$ cat src/design/assert_macros.svh
// Concurrent assertion helpers. Both forms take the clock and the active-low
// reset and check only while the block is out of reset.
`ifndef ASSERT_MACROS_SVH
`define ASSERT_MACROS_SVH

`ifndef SYNTHESIS

`define ASSERT_IMPLIES(label, clk, rst_n, ante, cons, msg) \
    label: assert property (@(posedge clk) disable iff (!rst_n) (ante) |-> (cons)) \
        else $error(msg);

`define ASSERT_NEXT(label, clk, rst_n, ante, cons, msg) \
    label: assert property (@(posedge clk) disable iff (!rst_n) (ante) |=> (cons)) \
        else $error(msg);

`else

`define ASSERT_IMPLIES(label, clk, rst_n, ante, cons, msg)
`define ASSERT_NEXT(label, clk, rst_n, ante, cons, msg)

`endif

`endif

$ cat src/design/clle_pkg.sv
package clle_pkg;

    localparam int LINES_DEF = 32;

    localparam int KIND_W = 3;
    localparam int LINE_W = 16;
    localparam int AMT_W  = 8;
    localparam int RK_W   = 3;

    // operation codes
    localparam logic [KIND_W-1:0] K_INSERT   = 3'd0;
    localparam logic [KIND_W-1:0] K_DELETE   = 3'd1;
    localparam logic [KIND_W-1:0] K_MOVE     = 3'd2;
    localparam logic [KIND_W-1:0] K_LIST_CUR = 3'd3;
    localparam logic [KIND_W-1:0] K_LIST_ALL = 3'd4;

    // result codes
    localparam logic [RK_W-1:0] RK_LINE    = 3'd0;
    localparam logic [RK_W-1:0] RK_END     = 3'd1;
    localparam logic [RK_W-1:0] RK_DELETED = 3'd2;
    localparam logic [RK_W-1:0] RK_NOTHING = 3'd3;
    localparam logic [RK_W-1:0] RK_FULL    = 3'd4;

    // walk index operations
    localparam int IDX_OP_W = 3;
    localparam logic [IDX_OP_W-1:0] IDX_HOLD      = 3'd0;
    localparam logic [IDX_OP_W-1:0] IDX_LD_COUNT  = 3'd1;
    localparam logic [IDX_OP_W-1:0] IDX_LD_CURSOR = 3'd2;
    localparam logic [IDX_OP_W-1:0] IDX_LD_ZERO   = 3'd3;
    localparam logic [IDX_OP_W-1:0] IDX_DEC       = 3'd4;
    localparam logic [IDX_OP_W-1:0] IDX_INC       = 3'd5;

    // read address selects
    localparam int RD_SEL_W = 2;
    localparam logic [RD_SEL_W-1:0] RD_IDX_M1 = 2'd0;
    localparam logic [RD_SEL_W-1:0] RD_IDX_P1 = 2'd1;
    localparam logic [RD_SEL_W-1:0] RD_IDX    = 2'd2;
    localparam logic [RD_SEL_W-1:0] RD_MOVE   = 2'd3;

    // count and cursor updates
    localparam int CC_OP_W = 2;
    localparam logic [CC_OP_W-1:0] CC_HOLD   = 2'd0;
    localparam logic [CC_OP_W-1:0] CC_INSERT = 2'd1;
    localparam logic [CC_OP_W-1:0] CC_DELETE = 2'd2;
    localparam logic [CC_OP_W-1:0] CC_MOVE   = 2'd3;

    typedef struct packed {
        logic [KIND_W-1:0]        kind;
        logic [LINE_W-1:0]        line_value;
        logic signed [AMT_W-1:0]  move_amount;
    } item_t;

    typedef struct packed {
        logic [RK_W-1:0]   result_kind;
        logic [LINE_W-1:0] line_out;
        logic              last;
    } result_t;

    typedef struct packed {
        logic                 load_item;
        logic [IDX_OP_W-1:0]  idx_op;
        logic                 rd_en;
        logic [RD_SEL_W-1:0]  rd_sel;
        logic                 shift_wb;
        logic                 wr_value;
        logic [CC_OP_W-1:0]   cc_op;
        logic                 emit;
        logic [RK_W-1:0]      emit_kind;
        logic                 list_emit;
    } dp_cmd_t;

    typedef struct packed {
        logic [KIND_W-1:0] item_kind;
        logic              full;
        logic              cur_at_end;
        logic              ins_done;
        logic              del_done;
        logic              list_done;
    } dp_status_t;

endpackage

$ cat src/design/clle_datapath.sv
module clle_datapath
    import clle_pkg::*;
#(
    parameter int LINES = LINES_DEF
)
(
    input  logic       clk,
    input  logic       rst_n,
    input  item_t      item,
    input  dp_cmd_t    cmd,
    output dp_status_t status,
    output logic       result_valid,
    output result_t    result
);

    localparam int IDX_W  = $clog2(LINES + 1);
    localparam int ADDR_W = $clog2(LINES);
    localparam int SUM_W  = ((IDX_W > AMT_W) ? IDX_W : AMT_W) + 2;

    item_t             item_reg;
    logic [IDX_W-1:0]  count_reg,  count_next;
    logic [IDX_W-1:0]  cursor_reg, cursor_next;
    logic [IDX_W-1:0]  idx_reg,    idx_next;
    logic              pend_reg;
    logic [ADDR_W-1:0] wb_addr_reg;
    logic [LINE_W-1:0] rd_data_reg;
    logic [LINE_W-1:0] line_store_reg [LINES];
    logic              result_valid_reg, result_valid_next;
    result_t           result_reg, result_next;

    logic signed [SUM_W-1:0] move_sum;
    logic signed [SUM_W-1:0] count_ext;
    logic [IDX_W-1:0]        move_tgt;
    logic [IDX_W-1:0]        rd_idx;
    logic                    rd_ok;
    logic [ADDR_W-1:0]       rd_addr;
    logic                    wr_en;
    logic [ADDR_W-1:0]       wr_addr;
    logic [LINE_W-1:0]       wr_data;

    // clamp cursor plus step to the head and the end
    always_comb
    begin
        move_sum  = $signed({{(SUM_W-IDX_W){1'b0}}, cursor_reg})
                  + $signed({{(SUM_W-AMT_W){item_reg.move_amount[AMT_W-1]}},
                             item_reg.move_amount});
        count_ext = $signed({{(SUM_W-IDX_W){1'b0}}, count_reg});
        if (move_sum < 0)
        begin
            move_tgt = '0;
        end
        else if (move_sum > count_ext)
        begin
            move_tgt = count_reg;
        end
        else
        begin
            move_tgt = move_sum[IDX_W-1:0];
        end
    end

    always_comb
    begin
        case (cmd.rd_sel)
            RD_IDX_M1: rd_idx = idx_reg - IDX_W'(1);
            RD_IDX_P1: rd_idx = idx_reg + IDX_W'(1);
            RD_IDX:    rd_idx = idx_reg;
            RD_MOVE:   rd_idx = move_tgt;
            default:   rd_idx = idx_reg;
        endcase
        rd_ok   = cmd.rd_en && (rd_idx < count_reg);
        rd_addr = rd_idx[ADDR_W-1:0];
    end

    // one write port: shifted entry write-back or the new line
    always_comb
    begin
        wr_en   = cmd.wr_value || (cmd.shift_wb && pend_reg);
        wr_addr = cmd.wr_value ? cursor_reg[ADDR_W-1:0] : wb_addr_reg;
        wr_data = cmd.wr_value ? item_reg.line_value : rd_data_reg;
    end

    always_comb
    begin
        case (cmd.idx_op)
            IDX_HOLD:      idx_next = idx_reg;
            IDX_LD_COUNT:  idx_next = count_reg;
            IDX_LD_CURSOR: idx_next = cursor_reg;
            IDX_LD_ZERO:   idx_next = '0;
            IDX_DEC:       idx_next = idx_reg - IDX_W'(1);
            IDX_INC:       idx_next = idx_reg + IDX_W'(1);
            default:       idx_next = idx_reg;
        endcase
    end

    always_comb
    begin
        count_next  = count_reg;
        cursor_next = cursor_reg;
        case (cmd.cc_op)
            CC_HOLD:
            begin
                count_next = count_reg;
            end
            CC_INSERT:
            begin
                count_next  = count_reg + IDX_W'(1);
                cursor_next = cursor_reg + IDX_W'(1);
            end
            CC_DELETE:
            begin
                count_next = count_reg - IDX_W'(1);
            end
            CC_MOVE:
            begin
                cursor_next = move_tgt;
            end
            default:
            begin
                count_next = count_reg;
            end
        endcase
    end

    always_comb
    begin
        result_valid_next = 1'b0;
        result_next       = '0;
        if (cmd.list_emit && pend_reg)
        begin
            result_valid_next       = 1'b1;
            result_next.result_kind = RK_LINE;
            result_next.line_out    = rd_data_reg;
            result_next.last        = 1'b0;
        end
        else if (cmd.emit)
        begin
            result_valid_next       = 1'b1;
            result_next.result_kind = cmd.emit_kind;
            result_next.line_out    = (cmd.emit_kind == RK_LINE) ? rd_data_reg : '0;
            result_next.last        = 1'b1;
        end
    end

    always_ff @(posedge clk or negedge rst_n)
    begin
        if (!rst_n)
        begin
            count_reg        <= '0;
            cursor_reg       <= '0;
            idx_reg          <= '0;
            pend_reg         <= 1'b0;
            result_valid_reg <= 1'b0;
        end
        else
        begin
            count_reg        <= count_next;
            cursor_reg       <= cursor_next;
            idx_reg          <= idx_next;
            pend_reg         <= rd_ok;
            result_valid_reg <= result_valid_next;
        end
    end

    always_ff @(posedge clk)
    begin
        if (cmd.load_item)
        begin
            item_reg <= item;
        end
        if (rd_ok)
        begin
            wb_addr_reg <= idx_reg[ADDR_W-1:0];
        end
        result_reg <= result_next;
    end

    always_ff @(posedge clk)
    begin
        if (wr_en)
        begin
            line_store_reg[wr_addr] <= wr_data;
        end
        if (rd_ok)
        begin
            rd_data_reg <= line_store_reg[rd_addr];
        end
    end

    always_comb
    begin
        status.item_kind  = item_reg.kind;
        status.full       = (count_reg >= IDX_W'(LINES));
        status.cur_at_end = (cursor_reg >= count_reg);
        status.ins_done   = (idx_reg <= cursor_reg);
        status.del_done   = (({1'b0, idx_reg} + (IDX_W+1)'(1)) >= {1'b0, count_reg});
        status.list_done  = (idx_reg >= count_reg);
    end

    assign result_valid = result_valid_reg;
    assign result       = result_reg;

endmodule

$ cat src/design/clle_ctrl.sv
module clle_ctrl
    import clle_pkg::*;
(
    input  logic       clk,
    input  logic       rst_n,
    input  logic       start,
    output logic       busy,
    input  dp_status_t status,
    output dp_cmd_t    cmd
);

    localparam int ST_W = 4;
    localparam logic [ST_W-1:0] S_IDLE      = 4'd0;
    localparam logic [ST_W-1:0] S_DECODE    = 4'd1;
    localparam logic [ST_W-1:0] S_INS_SHIFT = 4'd2;
    localparam logic [ST_W-1:0] S_INS_WRITE = 4'd3;
    localparam logic [ST_W-1:0] S_DEL_SHIFT = 4'd4;
    localparam logic [ST_W-1:0] S_DEL_DONE  = 4'd5;
    localparam logic [ST_W-1:0] S_MOVE_OUT  = 4'd6;
    localparam logic [ST_W-1:0] S_LIST      = 4'd7;
    localparam logic [ST_W-1:0] S_LIST_END  = 4'd8;

    logic [ST_W-1:0] state_reg, state_next;

    always_comb
    begin
        state_next = state_reg;
        cmd        = '0;
        case (state_reg)
            S_IDLE:
            begin
                if (start)
                begin
                    cmd.load_item = 1'b1;
                    state_next    = S_DECODE;
                end
            end
            S_DECODE:
            begin
                state_next = S_IDLE;
                case (status.item_kind)
                    K_INSERT:
                    begin
                        if (status.full)
                        begin
                            cmd.emit      = 1'b1;
                            cmd.emit_kind = RK_FULL;
                        end
                        else
                        begin
                            cmd.idx_op = IDX_LD_COUNT;
                            state_next = S_INS_SHIFT;
                        end
                    end
                    K_DELETE:
                    begin
                        if (status.cur_at_end)
                        begin
                            cmd.emit      = 1'b1;
                            cmd.emit_kind = RK_NOTHING;
                        end
                        else
                        begin
                            cmd.idx_op = IDX_LD_CURSOR;
                            state_next = S_DEL_SHIFT;
                        end
                    end
                    K_MOVE:
                    begin
                        cmd.cc_op  = CC_MOVE;
                        cmd.rd_en  = 1'b1;
                        cmd.rd_sel = RD_MOVE;
                        state_next = S_MOVE_OUT;
                    end
                    K_LIST_CUR:
                    begin
                        cmd.idx_op = IDX_LD_CURSOR;
                        state_next = S_LIST;
                    end
                    K_LIST_ALL:
                    begin
                        cmd.idx_op = IDX_LD_ZERO;
                        state_next = S_LIST;
                    end
                    default:
                    begin
                        state_next = S_IDLE;
                    end
                endcase
            end
            S_INS_SHIFT:
            begin
                // walk down from the end, one entry up per cycle
                cmd.shift_wb = 1'b1;
                if (status.ins_done)
                begin
                    state_next = S_INS_WRITE;
                end
                else
                begin
                    cmd.rd_en  = 1'b1;
                    cmd.rd_sel = RD_IDX_M1;
                    cmd.idx_op = IDX_DEC;
                end
            end
            S_INS_WRITE:
            begin
                cmd.wr_value = 1'b1;
                cmd.cc_op    = CC_INSERT;
                state_next   = S_IDLE;
            end
            S_DEL_SHIFT:
            begin
                // walk up from the cursor, one entry down per cycle
                cmd.shift_wb = 1'b1;
                if (status.del_done)
                begin
                    state_next = S_DEL_DONE;
                end
                else
                begin
                    cmd.rd_en  = 1'b1;
                    cmd.rd_sel = RD_IDX_P1;
                    cmd.idx_op = IDX_INC;
                end
            end
            S_DEL_DONE:
            begin
                cmd.cc_op     = CC_DELETE;
                cmd.emit      = 1'b1;
                cmd.emit_kind = RK_DELETED;
                state_next    = S_IDLE;
            end
            S_MOVE_OUT:
            begin
                cmd.emit      = 1'b1;
                cmd.emit_kind = status.cur_at_end ? RK_END : RK_LINE;
                state_next    = S_IDLE;
            end
            S_LIST:
            begin
                cmd.list_emit = 1'b1;
                if (status.list_done)
                begin
                    state_next = S_LIST_END;
                end
                else
                begin
                    cmd.rd_en  = 1'b1;
                    cmd.rd_sel = RD_IDX;
                    cmd.idx_op = IDX_INC;
                end
            end
            S_LIST_END:
            begin
                cmd.emit      = 1'b1;
                cmd.emit_kind = RK_END;
                state_next    = S_IDLE;
            end
            default:
            begin
                state_next = S_IDLE;
            end
        endcase
    end

    always_ff @(posedge clk or negedge rst_n)
    begin
        if (!rst_n)
        begin
            state_reg <= S_IDLE;
        end
        else
        begin
            state_reg <= state_next;
        end
    end

    assign busy = (state_reg != S_IDLE);

endmodule

$ cat src/design/cursor_line_list_engine_core.sv
// Channel   Beat marked by          Payload          Direction
// -------   ---------------------   --------------   ---------
// command   start && !busy          item (item_t)    in
// result    result_valid            result (result_t) out
//
// An item is latched on acceptance, then decoded. An insert shifts the entries from
//   the cursor up by one and writes the new line, a delete shifts those above the
//   cursor down by one, a move reads the line at the new cursor, and a listing reads
//   each listed line and then the end marker; one entry is read, one written per cycle.
// Each result beat shows on the cycle after the engine produces it; the receiver
// cannot stall, so results are never held. Reset empties the list and puts the
// cursor at the end; the line store itself is not cleared.
`include "assert_macros.svh"

module cursor_line_list_engine_core
    import clle_pkg::*;
#(
    parameter int LINES = LINES_DEF
)
(
    input  logic    clk,
    input  logic    rst_n,
    input  logic    start,
    output logic    busy,
    input  item_t   item,
    output logic    result_valid,
    output result_t result
);

    dp_cmd_t    cmd;
    dp_status_t status;

    // Sequencer: decodes the latched beat and steps the walk over the store.
    clle_ctrl u_ctrl
    (
        .clk    (clk),
        .rst_n  (rst_n),
        .start  (start),
        .busy   (busy),
        .status (status),
        .cmd    (cmd)
    );

    // Datapath: line store, count, cursor, walk index and the result register.
    clle_datapath #(
        .LINES (LINES)
    ) u_datapath
    (
        .clk          (clk),
        .rst_n        (rst_n),
        .item         (item),
        .cmd          (cmd),
        .status       (status),
        .result_valid (result_valid),
        .result       (result)
    );

    // A new command never produces a result in the very next cycle.
    `ASSERT_NEXT(a_no_instant_result, clk, rst_n, start && !busy, !result_valid, "result right after accept")

    // The closing beat of a command leaves the engine ready for the next one.
    `ASSERT_IMPLIES(a_last_frees_engine, clk, rst_n, result_valid && result.last, !busy, "busy after last beat")

    // Only listed lines come without the last flag.
    `ASSERT_IMPLIES(a_mid_is_line, clk, rst_n, result_valid && !result.last, result.result_kind == RK_LINE, "non-line mid beat")

    // Non-line results carry a zero handle.
    `ASSERT_IMPLIES(a_zero_handle, clk, rst_n, result_valid && (result.result_kind != RK_LINE), result.line_out == '0, "handle on non-line beat")

endmodule

$ cat config.mk
export PLATFORM = sky130hd
export DESIGN_NAME = cursor_line_list_engine_core
export DESIGN_NICKNAME = d
export VERILOG_FILES = /design/src/design/clle_pkg.sv /design/src/design/clle_datapath.sv /design/src/design/clle_ctrl.sv /design/src/design/cursor_line_list_engine_core.sv
export VERILOG_INCLUDE_DIRS = /design/src /design/src/design
export SDC_FILE = /design/constraint.sdc
export NUM_CORES = 1
export LEC_CHECK = 0
export BUFFER_PORTS_ARGS = -buffer_cell sky130_fd_sc_hd__buf_2
export CORE_ASPECT_RATIO = 1.2
export CORE_UTILIZATION = 40
export DETAILED_ROUTE_END_ITERATION = 6
export GPL_ROUTABILITY_DRIVEN = 1
export SYNTH_ARGS = -nofsm -noshare
export SYNTH_HDL_FRONTEND = slang
export SYNTH_SLANG_ARGS = --single-unit
$ cat constraint.sdc
create_clock -name clk -period 8 [get_ports clk]
set_input_delay 1.2 -clock clk [delete_from_list [all_inputs] [get_ports clk]]
set_output_delay 1.2 -clock clk [all_outputs]
set_load 0.01 [all_outputs]
-- Word level (Yosys, flattened, before mapping)
Memory sizes are Yosys's and may differ from the RTL's. A register that Yosys moved wholly into a read port is not among the register bits.
Index checks and enable logic that the tools add are counted.
- register bits: 76
- memories: 1
- input bits: 30
- word-level logic and storage cells: 116
- bits in writable memories: 512
- eq/ne operators: 27
- add/subtract/negate cells: 7
- magnitude comparators: 8
- mux-type cells: 43
- reductions and logical operators: 16
- bitwise operators: 1
- memory list (name ; words ; width ; rd ports ; clocked after memory_dff ; write ports ; line ; source):
    u_datapath.line_store_reg ; 32 ; 16 ; 1 ; 1 ; 1 ; clle_datapath.sv:27 ; logic [LINE_W-1:0] line_store_reg [LINES];
- operator list (cell ; count):
    6-bit one-hot mux with 4 select lines ; 2
    17-bit two-way mux ; 2
    16-bit two-way mux ; 2
    6-bit two-way mux ; 5
    6-bit one-hot mux with 5 select lines ; 1
    4-bit two-way mux ; 6
    3-bit one-hot mux with 4 select lines ; 2
    6-bit one-hot mux with 2 select lines ; 2
    4-bit one-hot mux with 5 select lines ; 1
    6-bit by 1-bit adder with 6-bit output, second input constant ; 3
    4-bit by 3-bit equality test with 1-bit output, second input constant ; 4
    4-bit one-hot mux with 4 select lines ; 1
    3-bit by 2-bit equality test with 1-bit output, second input constant ; 4
    6-bit greater-or-equal comparator ; 2
    6-bit by 1-bit subtractor with 6-bit output, second input constant ; 2
    1-bit two-way mux ; 11
    7-bit by 8-bit adder with 9-bit output ; 1
    3-bit equality test, second input constant ; 3
    9-bit by 7-bit > comparator with 1-bit output ; 1
    9-bit by 1-bit < comparator with 1-bit output, second input constant ; 1
    2-bit equality test, second input constant ; 4
    4-bit by 2-bit equality test with 1-bit output, second input constant ; 2
    2-bit != test, second input constant ; 4
    4-bit one-hot mux with 2 select lines ; 1
    other kinds (24) ; 35

-- Depth between registers and ports, before layout
- depth in word-level cells: 8
- depth in mapped cells: 21
- mapped depth without buffers: 21

-- Hierarchy
Synthesis repeated with hierarchy kept, for this count alone.
- cells, all modules: 1881
- area, all modules: 26113.8 um^2
- by module, submodules not included (module ; times used ; sequential area each (um^2) ; cells each ; area each (um^2)):
    clle_datapath ; 1 ; 17717.0 ; 1804 ; 25588.3
    clle_ctrl ; 1 ; 100.1 ; 77 ; 525.5

-- Least setup slack after synthesis
No wires, ideal clock.
- path kind: reg2reg
- start point: register u_datapath.cursor_reg[0]
- end point: register u_datapath.rd_data_reg[0], read port of u_datapath.line_store_reg, enable pin
- path buffers: 1
- library setup time: 0.434 ns
- required time: 7.566 ns
- clock period less this slack: 6.423 ns
- cell stages (with the launch flop): 21
- setup slack: 1.577 ns
- arrival time: 5.989 ns
- cells stage by stage: dfrtp_1 ha_1 inv_1 fa_1 and2b_1 o31ai_2 a21boi_0 ha_1 o21a_1 o22ai_1 a21oi_1 a311oi_2 nand2_2 mux2i_1 o22ai_1 buf_2 ha_1 nor2b_1 o21ai_0 nand3_1 a211oi_1
- word-level cells in the longest chain between the ends: 7
- elaborated cells between the ends (all ways): 11
- classes of those cells: add/sub: 1; order compare: 4; mux: 5; reduce/logical: 1
- RTL lines (element ; line ; source):
    start, declared ; clle_datapath.sv:22 ; logic [IDX_W-1:0] cursor_reg, cursor_next;
    start signal, assigned ; clle_datapath.sv:158 ; cursor_reg <= cursor_next;
    7-bit by 8-bit adder with 9-bit output ; clle_datapath.sv:45 ; + $signed({{(SUM_W-AMT_W){item_reg.move_amount[AMT_W-1]}},
    9-bit by 7-bit > comparator with 1-bit output ; clle_datapath.sv:52 ; else if (move_sum > count_ext)
    6-bit two-way mux ; clle_datapath.sv:52 ;
    6-bit two-way mux ; clle_datapath.sv:48 ; if (move_sum < 0)
    6-bit one-hot mux with 4 select lines ; clle_datapath.sv:64 ; case (cmd.rd_sel)
    6-bit < comparator ; clle_datapath.sv:71 ; rd_ok = cmd.rd_en && (rd_idx < count_reg);
    1-bit logical AND * ; clle_datapath.sv:71 ;
    net u_datapath.rd_ok ; clle_datapath.sv:35 ; logic rd_ok;
    end, declared ; clle_datapath.sv:26 ; logic [LINE_W-1:0] rd_data_reg;
The timed path passes the listed nets; every way through them passes the cells marked *.
A chain may end at the register's enable or synchronous reset.

-- Worst setup path in the final report
- start point: register u_datapath.cursor_reg[0]
- end point: register u_datapath.rd_data_reg[8], read port of u_datapath.line_store_reg, enable pin
The elaborated chain is that of the path after synthesis.

==> impl_table.tex <==
\begin{tabular}{lr}
\hline
Metric & Value \\
\hline
\multicolumn{2}{l}{\textbf{Setup path}} \\
\quad Type of origin of the critical path & flop \\
\quad Worst r2r src & u\_datapath.cursor\_reg[0] \\
\quad Largest fanout on the critical path & 22 \\
\quad CP Cell Sequence & ha\_1, inv\_1, fa\_1, and2b\_1, o31ai\_2, a21boi\_0, ha\_1, o21a\_1, o22ai\_1, a21oi\_1, a311oi\_2, nand2\_2, mux2\_4, a221oi\_4, inv\_4, ha\_1, a21oi\_1, nor2b\_1, o21ai\_0, nand3\_1, a211oi\_4 \\
\quad Delay of the slowest cell on the worst path & 1.06 ns \\
\quad Arrival time at the worst endpoint & 6.72 ns \\
\quad Required @ worst endpoint & 8.21 ns \\
\quad Type of destination of the critical path & flop \\
\quad Source of the critical timing path & u\_datapath.cursor\_reg[0] \\
\quad Max stage delay cell, worst path & sky130\_fd\_sc\_hd\_\_a211oi\_4 \\
\quad Most repeated library cell on the critical path & sky130\_fd\_sc\_hd\_\_ha\_1 \\
\quad Worst setup path class & flop to flop \\
\multicolumn{2}{l}{\textbf{Pwr}} \\
\quad Pint & 0.007725 W \\
\quad Peak ir drop on the vdd network & 0.4044 mV \\
\quad Logic pwr share & 0.423 \\
\quad Leak pwr & 9.452 nW \\
\quad Power per cell area & 425.7 mW/mm\^{}2 \\
\quad Relative contribution of the clock network to total power & 0.224 \\
\quad Switch Pwr & 0.004255 W \\
\quad Switching share of power & 0.3552 \\
\quad Share of total power in sequential cells & 0.354 \\
\multicolumn{2}{l}{\textbf{Clock tree}} \\
\quad Post-CTS Hold Buffers & 0 \\
\quad Clock sinks & 604 \\
\quad Clock root buffer & sky130\_fd\_sc\_hd\_\_clkbuf\_16 \\
\quad TritonCTS clock tree & done \\
\quad Post-CTS setup buffer count & 0 \\
\quad Number of buffers inserted during clock tree synthesis & 55 \\
\quad Cts repair resizes & 0 \\
\quad Reg clk slew, reported paths & 0.06 ns \\
\quad Clock latency on the worst-skew pair & 0.62 ns \\
\quad Longest Clk Path Bufs & 3 \\
\quad \# H-tree levels & 2 \\
\multicolumn{2}{l}{\textbf{Routing}} \\
\quad Detailed-route via count & 13240 \\
\quad WL met3 & 3.509 mm \\
\quad Drt initial violations & 1261 \\
\quad Residual antenna-violating net count after detailed routing & 0 \\
\quad Wire length per cell after detailed routing & 25.29 um \\
\quad Pre-antenna DRT Iters & 6 \\
\quad Routed length on met2 & 29.51 mm \\
\quad Detailed-route DRC error count & 0 \\
\quad Top routing layer used & met4 \\
\quad Detailed Route WL & 59.06 mm \\
\quad Vias/cell & 5.670 \\
\quad Wire length on met1 & 24.52 mm \\
\multicolumn{2}{l}{\textbf{Placed design}} \\
\quad IO Port Bufs & 51 \\
\quad Dpl hpwl & 38.14 mm \\
\quad Placer's final routability congestion estimate & 0.9110 \\
\multicolumn{2}{l}{\textbf{Die}} \\
\quad Effective utilization at floorplan & 0.4072 \\
\quad Overall die width & 229.6 um \\
\quad Core Area & 0.06107 mm\^{}2 \\
\quad Die Span Y & 275.1 um \\
\quad Die footprint & 0.06317 mm\^{}2 \\
\quad Cell row count & 99 \\
\quad IO Count & 52 \\
\multicolumn{2}{l}{\textbf{Timing}} \\
\quad Worst max-slew margin expressed relative to the limit & 0.1057 \\
\quad Final setup violation count & 0 \\
\quad Final critical-path required period & 6.517 ns \\
\quad Final critical-path share of the clock period & 0.8146 \\
\quad Max Freq & 153.5 MHz \\
\quad Slew at the pin closest to its max-slew limit & 1.332 ns \\
\quad Unrepaired setup endpoints after global routing & false \\
\quad Setup clock skew after layout & 0.02786 ns \\
\quad Setup TNS Final & 0 ns \\
\quad Fin. max-slew vios & 0 \\
\quad Hold WS & 0.5377 ns \\
\quad Fin. Hold Viols & 0 \\
\multicolumn{2}{l}{\textbf{Finish}} \\
\quad Number of flip-flops under the largest register name & 512 \\
\quad Number of antenna diodes & 0 \\
\quad Total number of nets in the final design & 1566 \\
\quad Fraction of layout instances using a drive strength above 1 & 0.2141 \\
\quad Synthesis-to-layout area growth & 13.17\% \\
\multicolumn{2}{l}{\textbf{Global routing}} \\
\quad Largest net degree at the start of global routing & 74 \\
\quad Global-route usage over all layers & 0.1903 \\
\quad Initial antenna violation count & 0 \\
\quad Global-route congestion overflow total & 0 \\
\quad Global-route wire length before repair & 88.86 mm \\
\quad Number of global-route vias before repair & 13410 \\
\multicolumn{2}{l}{\textbf{Logic synthesis}} \\
\quad Main area contributors after synthesis & sky130\_fd\_sc\_hd\_\_edfxtp\_1 68\%, sky130\_fd\_sc\_hd\_\_mux4\_2 12\%, sky130\_fd\_sc\_hd\_\_ha\_1 2.5\% \\
\quad Post-synth top area share & 0.6763 \\
\quad Post-synthesis register bit count & 604 \\
\quad Sequential fraction of the synthesis area & 0.7166 \\
\quad Synth Instances & 1384 \\
\quad Synth Flop Type & sky130\_fd\_sc\_hd\_\_edfxtp\_1 \\
\quad Cell taking the most area after synthesis & sky130\_fd\_sc\_hd\_\_edfxtp\_1 \\
\quad Combined area of all synthesized cells & 0.02487 mm\^{}2 \\
\quad Distinct cells, synth & 76 \\
\quad Synthesized area divided by synthesized cell count & 17.97 um\^{}2 \\
\quad Synth Warn \# & 0 \\
\quad Number of enable-type register cells in the synthesized netlist & 560 \\
\quad Share of flip-flops with an asynchronous set or reset & 0.03974 \\
\quad Nets in the synthesized netlist & 1466 \\
\multicolumn{2}{l}{\textbf{Worst hold path}} \\
\quad Worst hold path startpoint & u\_datapath.rd\_data\_reg[4] \\
\quad Min-delay worst type & flop to flop \\
\multicolumn{2}{l}{\textbf{Flow run}} \\
\quad Max-Cap Viols & 0 \\
\multicolumn{2}{l}{\textbf{Status}} \\
\quad Run status & completed \\
\hline
\end{tabular}
-- worst max-delay path, delay by kind of cell, from the launching register on --
family                   cells  cell delay [ns]
AO/OA/AOI/OAI               10             3.37
adder cells (fa/ha/maj)      4             1.03
buffers and inverters        2             0.23
flip-flops                   1             0.52
multiplexers                 1             0.37
AND/OR/NAND/NOR              4             0.58
-- logic make-up after synthesis --
group           after synthesis  synth area share
fa+ha+maj                    52           0.02677
mux                         137            0.1199
flops                       604            0.7166
xor+xnor                     20          0.007045
buf+inv                     107           0.01852
compound gates              196           0.05747
simple gates                268           0.05379
-- cells in the mapped netlist (all sizes together), types with 4 or more instances --
cell       n
buf       27
a21o      13
dfrtp     24
o211ai     4
mux4     128
edfxtp   560
o22ai     10
nand4     19
nand3     15
o31ai      6
a221oi     4
a21oi     22
o22a       5
nor2      60
nand3b     7
mux2i      6
nand2     95
xnor2     14
ha        50
a31oi      7
xor2       6
dfxtp     20
o32a       4
a2bb2oi   15
nor2b      5
clkbuf    30
or3        4
and2      20
and3       5
nor3      14
o21a       7
nor3b      7
a22oi     48
o21ai     26
nand2b     8
inv       50
-- power groups by stage --
stage	logic (W)	clock network, W	registers, W
final	0.00506	0.00268	0.00424
after global routing	0.00551	0.00284	0.00425
after CTS	0.00515	0.00273	0.00423
after detailed placement	0.00513	0	0.00429
after global placement	0.00507	0	0.00429
after floorplan	0.00374	0	0.00416
-- metal layers --
layer / global-route usage / vias to the layer above
met5: 0 / -
met3: 0.02353 / 91
li1: - / 5774
met1: 0.2529 / 6911
met4: 0.06123 / 0
met2: 0.3257 / 464
-- path summary, 6_finish.rpt --
| path | end | slack, ns | cells past startpoint |
|---|---|---|---|
| setup / recovery | u_datapath.rd_data_reg[8] | 1.48 | 21 |
| hold / removal | u_datapath.result[5] | 0.54 | 1 |
| setup reg to reg | u_datapath.rd_data_reg[8] | 1.48 | 21 |
| min in group asynchronous | u_datapath.result_valid | 0.61 | 1 |
| hold reg to reg | u_datapath.result[5] | 0.54 | 1 |
| max in group asynchronous | u_datapath.count_reg[3] | 6.92 | 1 |
-- area by class of cell --
class,count,area [um^2]
fillers,5142,32930
flip-flops and latches,604,17820
multi-input cells,673,6648
clock buffers,70,1454
well taps,808,1011
repair buffers,100,648.1
clock inverters,30,372.9
inverters,50,190.2
-- placed cells by master (no fill, tap or decap), types with 13 or more instances in the layout --
cell,netlist,layout
sky130_fd_sc_hd__dfrtp_1,24,24
sky130_fd_sc_hd__dfxtp_1,20,20
sky130_fd_sc_hd__a21oi_1,22,22
sky130_fd_sc_hd__xnor2_1,14,14
sky130_fd_sc_hd__a22oi_1,48,48
sky130_fd_sc_hd__clkbuf_1,30,14
sky130_fd_sc_hd__a2bb2oi_1,15,15
sky130_fd_sc_hd__nand4_1,19,19
sky130_fd_sc_hd__inv_1,49,49
sky130_fd_sc_hd__buf_2,18,51
sky130_fd_sc_hd__a21o_1,13,13
sky130_fd_sc_hd__nor2_1,60,60
sky130_fd_sc_hd__ha_1,50,50
sky130_fd_sc_hd__nand3_1,14,13
sky130_fd_sc_hd__buf_4,5,47
sky130_fd_sc_hd__o21ai_0,24,24
sky130_fd_sc_hd__clkbuf_16,0,56
sky130_fd_sc_hd__and2_1,20,20
sky130_fd_sc_hd__edfxtp_1,560,560
sky130_fd_sc_hd__nand2_1,94,94
sky130_fd_sc_hd__mux4_2,128,128
-- stage by stage --
step / std cells / setup slack, ns / utilization / area [um^2] / power [W]
global route: 2335 / 1.016 / 0.4608 / 28140 / 0.01261
global placement: 2235 / 1.675 / 0.4309 / 26310 / 0.009358
detailed placement: 2235 / 1.492 / 0.4309 / 26310 / 0.009430
CTS: 2335 / 1.467 / 0.4608 / 28140 / 0.01211
floorplan: 1384 / 1.577 / - / 24870 / 0.007900
finish: 2335 / 1.483 / 0.4608 / 28140 / 0.01198
Note: power is estimated with default switching activity, not from simulation.
